==> src/design/running_mean_variance_top_macros.svh <==
// ----------------------------------------------------------------------------
// Running mean and variance: assertion macros
// Shared assertion forms used by the running mean and variance block.
// ----------------------------------------------------------------------------
`ifndef RUNNING_MEAN_VARIANCE_TOP_MACROS_SVH
`define RUNNING_MEAN_VARIANCE_TOP_MACROS_SVH

// The consequent must hold in the same cycle as the antecedent.
`define RMV_ASSERT_NOW(label, clk, rst_n, ante, cons, msg) \
  label: assert property (@(posedge clk) disable iff (!rst_n) (ante) |-> (cons)) \
    else $error(msg);

// The consequent must hold in the cycle after the antecedent.
`define RMV_ASSERT_NEXT(label, clk, rst_n, ante, cons, msg) \
  label: assert property (@(posedge clk) disable iff (!rst_n) (ante) |=> (cons)) \
    else $error(msg);

`endif

==> src/design/rmv_pkg.sv <==
// ----------------------------------------------------------------------------
// Running mean and variance: package
// Control word format and the microprogram of the sequencer.
// ----------------------------------------------------------------------------
`default_nettype none

package rmv_pkg;

  typedef logic [3:0] step_t;

  typedef enum logic [3:0] {
    OP_NOP,
    OP_LOAD,
    OP_SQX,
    OP_SET_MEAN,
    OP_DIV,
    OP_FIN_MEAN,
    OP_SET_M2,
    OP_FIN_M2,
    OP_SQM,
    OP_VAR,
    OP_EMIT,
    OP_RESTART
  } op_e;

  typedef enum logic [2:0] {
    C_NEVER,
    C_ALWAYS,
    C_NO_IN,
    C_IDX_ZERO,
    C_DIV_MORE,
    C_OUT_BUSY
  } cond_e;

  typedef struct packed {
    op_e   op;
    cond_e hold;
    cond_e branch;
    step_t target;
  } ctrl_t;

  localparam step_t ST_FETCH   = 4'd0;
  localparam step_t ST_SQX     = 4'd1;
  localparam step_t ST_SET_M   = 4'd2;
  localparam step_t ST_DIV_M   = 4'd3;
  localparam step_t ST_FIN_M   = 4'd4;
  localparam step_t ST_SET_S   = 4'd5;
  localparam step_t ST_DIV_S   = 4'd6;
  localparam step_t ST_FIN_S   = 4'd7;
  localparam step_t ST_SQM     = 4'd8;
  localparam step_t ST_VAR     = 4'd9;
  localparam step_t ST_EMIT    = 4'd10;
  localparam step_t ST_RESTART = 4'd11;

  function automatic ctrl_t ucode(step_t s);
    ctrl_t w;
    begin
      w = '{op: OP_NOP, hold: C_NEVER, branch: C_ALWAYS, target: ST_FETCH};
      case (s)
        ST_FETCH:   w = '{op: OP_LOAD,     hold: C_NO_IN,    branch: C_NEVER,
                          target: ST_FETCH};
        ST_SQX:     w = '{op: OP_SQX,      hold: C_NEVER,    branch: C_IDX_ZERO,
                          target: ST_RESTART};
        ST_SET_M:   w = '{op: OP_SET_MEAN, hold: C_NEVER,    branch: C_NEVER,
                          target: ST_FETCH};
        ST_DIV_M:   w = '{op: OP_DIV,      hold: C_DIV_MORE, branch: C_NEVER,
                          target: ST_FETCH};
        ST_FIN_M:   w = '{op: OP_FIN_MEAN, hold: C_NEVER,    branch: C_NEVER,
                          target: ST_FETCH};
        ST_SET_S:   w = '{op: OP_SET_M2,   hold: C_NEVER,    branch: C_NEVER,
                          target: ST_FETCH};
        ST_DIV_S:   w = '{op: OP_DIV,      hold: C_DIV_MORE, branch: C_NEVER,
                          target: ST_FETCH};
        ST_FIN_S:   w = '{op: OP_FIN_M2,   hold: C_NEVER,    branch: C_NEVER,
                          target: ST_FETCH};
        ST_SQM:     w = '{op: OP_SQM,      hold: C_NEVER,    branch: C_NEVER,
                          target: ST_FETCH};
        ST_VAR:     w = '{op: OP_VAR,      hold: C_NEVER,    branch: C_NEVER,
                          target: ST_FETCH};
        ST_EMIT:    w = '{op: OP_EMIT,     hold: C_OUT_BUSY, branch: C_ALWAYS,
                          target: ST_FETCH};
        ST_RESTART: w = '{op: OP_RESTART,  hold: C_NEVER,    branch: C_ALWAYS,
                          target: ST_EMIT};
        default:    w = '{op: OP_NOP,      hold: C_NEVER,    branch: C_ALWAYS,
                          target: ST_FETCH};
      endcase
      return w;
    end
  endfunction

endpackage

`default_nettype wire

==> src/design/running_mean_variance_top.sv <==
// ----------------------------------------------------------------------------
// Running mean and variance
// Microcoded sequencer over a shared multiplier and a bit-serial divider that
// updates the running mean and second moment of a sample stream.
// ----------------------------------------------------------------------------
// Channel  Direction  Handshake              Payload
// in       input      in_valid_i/in_stall_o  sample_index_i, sample_value_i
// out      output     out_valid_o/out_stall_i mean_out_o, variance_out_o
//
// An update runs the one-bit-per-cycle divider in two passes, one for the
// mean and one for the second moment. An index of zero skips the divider and
// restarts the mean and second moment from the sample. A new transfer is taken
// only at the fetch step, while a finished result may still wait in the output
// register. Reset clears the mean, the second moment, the step counter and the
// output valid flag. A stalled output holds the sequencer at its emit step.
// ----------------------------------------------------------------------------
`default_nettype none

`include "running_mean_variance_top_macros.svh"

module running_mean_variance_top #(
  parameter int SAMPLE_BITS = 14,
  parameter int INDEX_BITS  = 16,
  parameter int FRAC_BITS   = 16
) (
  input  wire logic                                 clk_i,
  input  wire logic                                 rst_ni,
  input  wire logic                                 in_valid_i,
  output logic                                      in_stall_o,
  input  wire logic [INDEX_BITS-1:0]                sample_index_i,
  input  wire logic [SAMPLE_BITS-1:0]               sample_value_i,
  output logic                                      out_valid_o,
  input  wire logic                                 out_stall_i,
  output logic [SAMPLE_BITS+FRAC_BITS-1:0]          mean_out_o,
  output logic [2*SAMPLE_BITS+FRAC_BITS-1:0]        variance_out_o
);
  import rmv_pkg::*;

  localparam int MEAN_BITS = SAMPLE_BITS + FRAC_BITS;
  localparam int MOM_BITS  = 2 * SAMPLE_BITS + FRAC_BITS;
  localparam int PROD_BITS = 2 * MEAN_BITS;
  localparam int REM_BITS  = INDEX_BITS + 1;
  localparam int CNT_BITS  = $clog2(MOM_BITS + 1);

  step_t                  step_q, step_d;
  ctrl_t                  cw;
  logic [INDEX_BITS-1:0]  n_q;
  logic [SAMPLE_BITS-1:0] x_q;
  logic [MOM_BITS-1:0]    xsq_q;
  logic [MEAN_BITS-1:0]   mean_q;
  logic [MOM_BITS-1:0]    m2_q;
  logic [PROD_BITS-1:0]   prod_q;
  logic [MOM_BITS-1:0]    var_q;
  logic                   up_q;
  logic [MOM_BITS-1:0]    dq_q;
  logic [REM_BITS-1:0]    rem_q;
  logic [CNT_BITS-1:0]    cnt_q;
  logic                   out_valid_q;
  logic                   out_valid_d;
  logic [MEAN_BITS-1:0]   mean_o_q;
  logic [MOM_BITS-1:0]    var_o_q;

  logic                   in_acc;
  logic                   out_busy;
  logic                   hold_c;
  logic                   branch_c;
  logic [MEAN_BITS-1:0]   xs;
  logic [MEAN_BITS-1:0]   mul_a;
  logic [PROD_BITS-1:0]   mul_p;
  logic [REM_BITS-1:0]    div_d;
  logic [REM_BITS:0]      r2;
  logic [REM_BITS:0]      r2_sub;
  logic                   q_bit;
  logic                   rnd;
  logic [MOM_BITS-1:0]    msq;

  function automatic logic cond_true(cond_e c, logic no_in, logic idx_zero,
                                     logic div_more, logic busy);
    logic r;
    begin
      case (c)
        C_NEVER:    r = 1'b0;
        C_ALWAYS:   r = 1'b1;
        C_NO_IN:    r = no_in;
        C_IDX_ZERO: r = idx_zero;
        C_DIV_MORE: r = div_more;
        C_OUT_BUSY: r = busy;
        default:    r = 1'b0;
      endcase
      return r;
    end
  endfunction

  assign cw         = ucode(step_q);
  assign in_stall_o = (step_q != ST_FETCH);
  assign in_acc     = in_valid_i && !in_stall_o;
  assign out_busy   = out_valid_q && out_stall_i;

  assign hold_c   = cond_true(cw.hold, !in_valid_i, (n_q == '0),
                              (cnt_q != CNT_BITS'(1)), out_busy);
  assign branch_c = cond_true(cw.branch, !in_valid_i, (n_q == '0),
                              (cnt_q != CNT_BITS'(1)), out_busy);

  always_comb begin
    if (hold_c) begin
      step_d = step_q;
    end else if (branch_c) begin
      step_d = cw.target;
    end else begin
      step_d = step_q + step_t'(1);
    end
  end

  assign out_valid_d = out_busy || (cw.op == OP_EMIT);

  assign xs     = {x_q, {FRAC_BITS{1'b0}}};
  assign mul_a  = (cw.op == OP_SQX) ? MEAN_BITS'(x_q) : mean_q;
  assign mul_p  = mul_a * mul_a;
  assign div_d  = REM_BITS'(n_q) + REM_BITS'(1);
  assign r2     = {rem_q, dq_q[MOM_BITS-1]};
  assign r2_sub = r2 - {1'b0, div_d};
  assign q_bit  = (r2 >= {1'b0, div_d});
  assign rnd    = (rem_q != '0);
  assign msq    = prod_q[PROD_BITS-1:FRAC_BITS];

  always_ff @(posedge clk_i or negedge rst_ni) begin
    if (!rst_ni) begin
      step_q      <= ST_FETCH;
      out_valid_q <= 1'b0;
      cnt_q       <= '0;
      mean_q      <= '0;
      m2_q        <= '0;
    end else begin
      step_q      <= step_d;
      out_valid_q <= out_valid_d;
      case (cw.op)
        OP_SET_MEAN: cnt_q <= CNT_BITS'(MEAN_BITS);
        OP_SET_M2:   cnt_q <= CNT_BITS'(MOM_BITS);
        OP_DIV:      cnt_q <= cnt_q - CNT_BITS'(1);
        OP_FIN_MEAN: begin
          if (up_q) begin
            mean_q <= mean_q + dq_q[MEAN_BITS-1:0];
          end else begin
            mean_q <= mean_q - dq_q[MEAN_BITS-1:0] - MEAN_BITS'(rnd);
          end
        end
        OP_FIN_M2: begin
          if (up_q) begin
            m2_q <= m2_q + dq_q;
          end else begin
            m2_q <= m2_q - dq_q - MOM_BITS'(rnd);
          end
        end
        OP_RESTART: begin
          mean_q <= xs;
          m2_q   <= xsq_q;
        end
        default: begin
        end
      endcase
    end
  end

  always_ff @(posedge clk_i) begin
    case (cw.op)
      OP_LOAD: begin
        if (in_acc) begin
          n_q <= sample_index_i;
          x_q <= sample_value_i;
        end
      end
      OP_SQX: xsq_q <= {mul_p[2*SAMPLE_BITS-1:0], {FRAC_BITS{1'b0}}};
      OP_SET_MEAN: begin
        rem_q <= '0;
        if (xs >= mean_q) begin
          up_q <= 1'b1;
          dq_q <= {xs - mean_q, {SAMPLE_BITS{1'b0}}};
        end else begin
          up_q <= 1'b0;
          dq_q <= {mean_q - xs, {SAMPLE_BITS{1'b0}}};
        end
      end
      OP_SET_M2: begin
        rem_q <= '0;
        if (xsq_q >= m2_q) begin
          up_q <= 1'b1;
          dq_q <= xsq_q - m2_q;
        end else begin
          up_q <= 1'b0;
          dq_q <= m2_q - xsq_q;
        end
      end
      OP_DIV: begin
        rem_q <= q_bit ? r2_sub[REM_BITS-1:0] : r2[REM_BITS-1:0];
        dq_q  <= {dq_q[MOM_BITS-2:0], q_bit};
      end
      OP_SQM:     prod_q <= mul_p;
      OP_VAR:     var_q  <= (m2_q > msq) ? (m2_q - msq) : '0;
      OP_RESTART: var_q  <= '0;
      OP_EMIT: begin
        if (!out_busy) begin
          mean_o_q <= mean_q;
          var_o_q  <= var_q;
        end
      end
      default: begin
      end
    endcase
  end

  assign out_valid_o    = out_valid_q;
  assign mean_out_o     = mean_o_q;
  assign variance_out_o = var_o_q;

  `RMV_ASSERT_NEXT(a_accept_to_square, clk_i, rst_ni, in_acc, step_q == ST_SQX,
                   "accepted transfer did not start the program")
  `RMV_ASSERT_NOW(a_rem_below_divisor, clk_i, rst_ni,
                  (step_q == ST_FIN_M) || (step_q == ST_FIN_S), rem_q < div_d,
                  "divider remainder not below divisor")
  `RMV_ASSERT_NEXT(a_var_clamped, clk_i, rst_ni, step_q == ST_VAR, var_q <= m2_q,
                   "variance exceeds second moment")
  `RMV_ASSERT_NEXT(a_emit_waits, clk_i, rst_ni, (step_q == ST_EMIT) && out_busy,
                   (step_q == ST_EMIT) && out_valid_o,
                   "result overwritten while output stalled")

endmodule

`default_nettype wire
==> config.mk <==
export PLATFORM = sky130hd
export DESIGN_NAME = running_mean_variance_top
export DESIGN_NICKNAME = d
export VERILOG_FILES = /design/src/design/rmv_pkg.sv /design/src/design/running_mean_variance_top.sv
export VERILOG_INCLUDE_DIRS = /design/src /design/src/design
export SDC_FILE = /design/constraint.sdc
export NUM_CORES = 2
export LEC_CHECK = 0
export ABC_AREA = 0
export BUFFER_PORTS_ARGS = -buffer_cell sky130_fd_sc_hd__buf_2
export CORE_MARGIN = 4
export CORE_UTILIZATION = 55
export DETAILED_ROUTE_END_ITERATION = 6
export GPL_TIMING_DRIVEN = 0
export PLACE_DENSITY_LB_ADDON = 0.15
export SYNTH_ARGS = -nofsm -noshare
export SYNTH_HDL_FRONTEND = slang
export SYNTH_SLANG_ARGS = --single-unit
==> constraint.sdc <==
create_clock -name clk_i -period 18.9 [get_ports clk_i]
set_clock_uncertainty 0.2 [all_clocks]
set_input_delay 3.78 -clock clk_i [delete_from_list [all_inputs] [get_ports clk_i]]
set_output_delay 3.78 -clock clk_i [all_outputs]
set_load 0.05 [all_outputs]
==> run_results.csv <==
group,metric,value,unit
placement,dpl_cell_area,0.0583,mm^2
detailed_routing,first_iter_violations,5151,
power,power_leakage,29.0,nW
sta,tns,0,ns
logic_synthesis,synth_top_area_share,25.2,%
clock_network,cts_buffer_depth,3,
critical_path,worst_r2r_path_depth,34,
clock_network,cts_resized,0,
final_layout,most-common-layout-cells,"inv_1, fa_1, ha_1, nor2_1, nand2_1",
flow_run,maxCapViolCount,2,
sta,relSlewSlack,-1.57,%
power,power,1.73,mW
final_layout,final_area,0.0598,mm^2
clock_network,cts_buffers,43,
sta,drv_slew,17,
critical_path,cp-end-kind,"register",
logic_synthesis,ys_top_cells_by_area,"fa_1, edfxtp_1, ha_1, inv_1, dfrtp_1",
clock_network,cts-root-buf,"clkbuf_16",
min_path,worstHoldPathType,"reg2reg",
min_path,worstHoldPathCells,0,
global_routing,grt_pass1_wl,307,mm
detailed_routing,vias,47748,
final_layout,syn_to_final_growth,6.90,%
critical_path,critPathArrivalTime,13.54,ns
detailed_routing,ant_nets,0,
run_status,violations,"DRC, capacitance limit, slew limit",
floorplan,die_area,0.107,mm^2
final_layout,final_common_cell,"inv_1",
logic_synthesis,synthFlopType,"edfxtp_1",
critical_path,cp_common_cell,"fa_1",
critical_path,crit_type,"reg2reg",
sta,rsz0062_at_grt,"no",
clock_network,cts_hold_buf,0,
sta,layout_min_cycle_time,13.42,ns
floorplan,die_width,327,um
run_status,status,"finished with violations",
global_routing,overflow,0,
power,irDropWorstVdd,0.0576,mV
clock_network,clock_latency,0.63,ns
critical_path,path_max_fanout,10,
sta,holdWs,0.209,ns
placement,pre_cts_slack,6.02,ns
logic_synthesis,ys_seq_area_share,18.9,%
global_routing,grt_max_degree,46,
final_layout,fin_cells,7805,
critical_path,cp_slowest_cell,"nor2_1",
clock_network,cts_setup_buffers,0,
sta,setup_viol,0,
logic_synthesis,ys_async_sr_fraction,23.2,%
clock_network,cts_tree,"built",
detailed_routing,via_per_inst,6.12,
logic_synthesis,ys_ff_latch,366,
sta,fmax,74.5,MHz
detailed_routing,dr.pass1.iters,7,
global_routing,grt_util_all_layers,38.6,%
placement,gp_congestion,1.04,
clock_network,path_clk_slew,0.06,ns
sta,finalCritPeriodShare,71.0,%
global_routing,grt_pass1_vias,48066,
logic_synthesis,yosysWarnings,0,
logic_synthesis,synth_edf_count,281,
floorplan,die_h,327,um
logic_synthesis,avgSynthCellArea,8.95,um^2
clock_network,clock-sinks,366,
global_routing,antenna_found_initial,6,
detailed_routing,drc,14,
power,p_per_area,29.0,mW/mm^2
sta,finalHoldViolCount,0,
clock_network,cts_max_level,2,
floorplan,rows,116,
final_layout,drive_gt1_share,4.10,%
floorplan,initial_core_util,55.7,%
placement,numPortBuffers,109,
final_layout,fin_util,59.5,%
detailed_routing,wl_per_cell,26.5,um
sta,tightest_slew,1.52,ns
floorplan,core,0.100,mm^2
logic_synthesis,synth_nets,7602,
logic_synthesis,synth.largest_area_cell,"fa_1",
placement,dp.final_hpwl,171,mm
detailed_routing,wl,207,mm
logic_synthesis,synthCells,6247,
critical_path,critPathLaunchType,"register",
placement,place.detailed.instances,7723,
final_layout,nets,7766,
logic_synthesis,synth_area,0.0559,mm^2
critical_path,crit_path_max_incr_delay,1.03,ns
critical_path,cp_data_required_time,19.02,ns
floorplan,ios,110,
sta,setup_ws,5.48,ns
logic_synthesis,ys_types,93,
[critical path, delay by kind of cell (launching register included)]
kind | cells | cell delay, ns
adders and majority gates | 10 | 4.82
and+or+nand+nor | 8 | 2.93
buffers and inverters | 10 | 2.80
AOI/OAI and AO/OA | 5 | 1.81
DFF | 1 | 0.39
xor gates and xnor gates | 1 | 0.15
[where the power goes]
part	internal [mW]	switching, mW	total (mW)
logic	0.00301	0.00613	0.00916
registers	0.858	0.0000000000000000110	0.858
clock network	0.485	0.382	0.868
total	1.35	0.388	1.73
[cells in the mapped netlist (19+ instances only)]
master	count
ha_1	617
a221oi_1	23
o221ai_1	19
a21o_1	174
o21ai_0	249
xor2_1	98
mux2i_1	40
o21bai_1	52
nor4_1	22
o21a_1	24
and3_1	40
clkbuf_1	163
a21oi_1	382
inv_1	1237
dfrtp_1	85
nor2_1	464
nand2b_1	39
a211oi_1	47
nand4_1	53
a31oi_1	57
xnor2_1	224
nand3_1	78
o31ai_1	29
o22ai_1	24
and2_1	20
nor3_1	160
buf_1	23
or3_1	25
nor2b_1	39
edfxtp_1	281
nand2_1	458
fa_1	704
o211ai_1	26
[flip-flops by register name, indices dropped and copies added (netlist names)]
name and count:
var_q 44, out_valid_o 1, step_q 4, rem_q 17, up_q 1, prod_q 44
dq_q 44, n_q 16, x_q 14, cnt_q 6, mean_q 30, variance_out_o 44
m2_q 44, xsq_q 27, mean_out_o 30
[metal layers]
layer	GRT usage, %	vias up	routed length [um]
met3	8.25	722	20100
li1	-	20910	-
met4	25.2	6	17500
met2	59.8	2655	90600
met5	0	-	49
met1	49.2	23455	78800
[cell type report]
type | instances | area [um^2]
inverters | 1263 | 4740
repair buffers | 119 | 707
multi-input cells | 4413 | 39800
flip-flops and latches | 366 | 10600
fillers | 9155 | 40700
clock buffers | 49 | 1120
diodes | 2 | 5.00
clock inverters | 31 | 297
well taps | 1357 | 1700
plain buffers | 205 | 822
[kinds of logic (layout without fill, tap and decap cells)]
| kind of cell | after synthesis | count (layout) | share of synthesized area [%] |
|---|---|---|---|
| AND/OR/NAND/NOR | 1457 | 1457 | 11.8 |
| XOR/XNOR | 322 | 322 | 5.05 |
| AO/OA/AOI/OAI | 1269 | 1269 | 14.5 |
| buffers and inverters | 1468 | 1667 | 9.95 |
| flip-flops | 366 | 366 | 18.9 |
| multiplexers | 44 | 44 | 0.797 |
| other | 0 | 2 | 0 |
| adder cells (fa/ha/maj) | 1321 | 1321 | 39.0 |
[final timing paths]
path,from,endpoint,slack (ns)
worst max-delay path,step_q[0],prod_q[58],5.48
worst min-delay path,var_q[8],variance_out_o[8],0.21
worst max register to register,step_q[0],prod_q[58],5.48
worst min register to register,var_q[8],variance_out_o[8],0.21
max in group asynchronous,rst_ni,mean_q[8],14.68
min in group asynchronous,rst_ni,m2_q[37],3.02
Power figures use the tool's default switching activity.
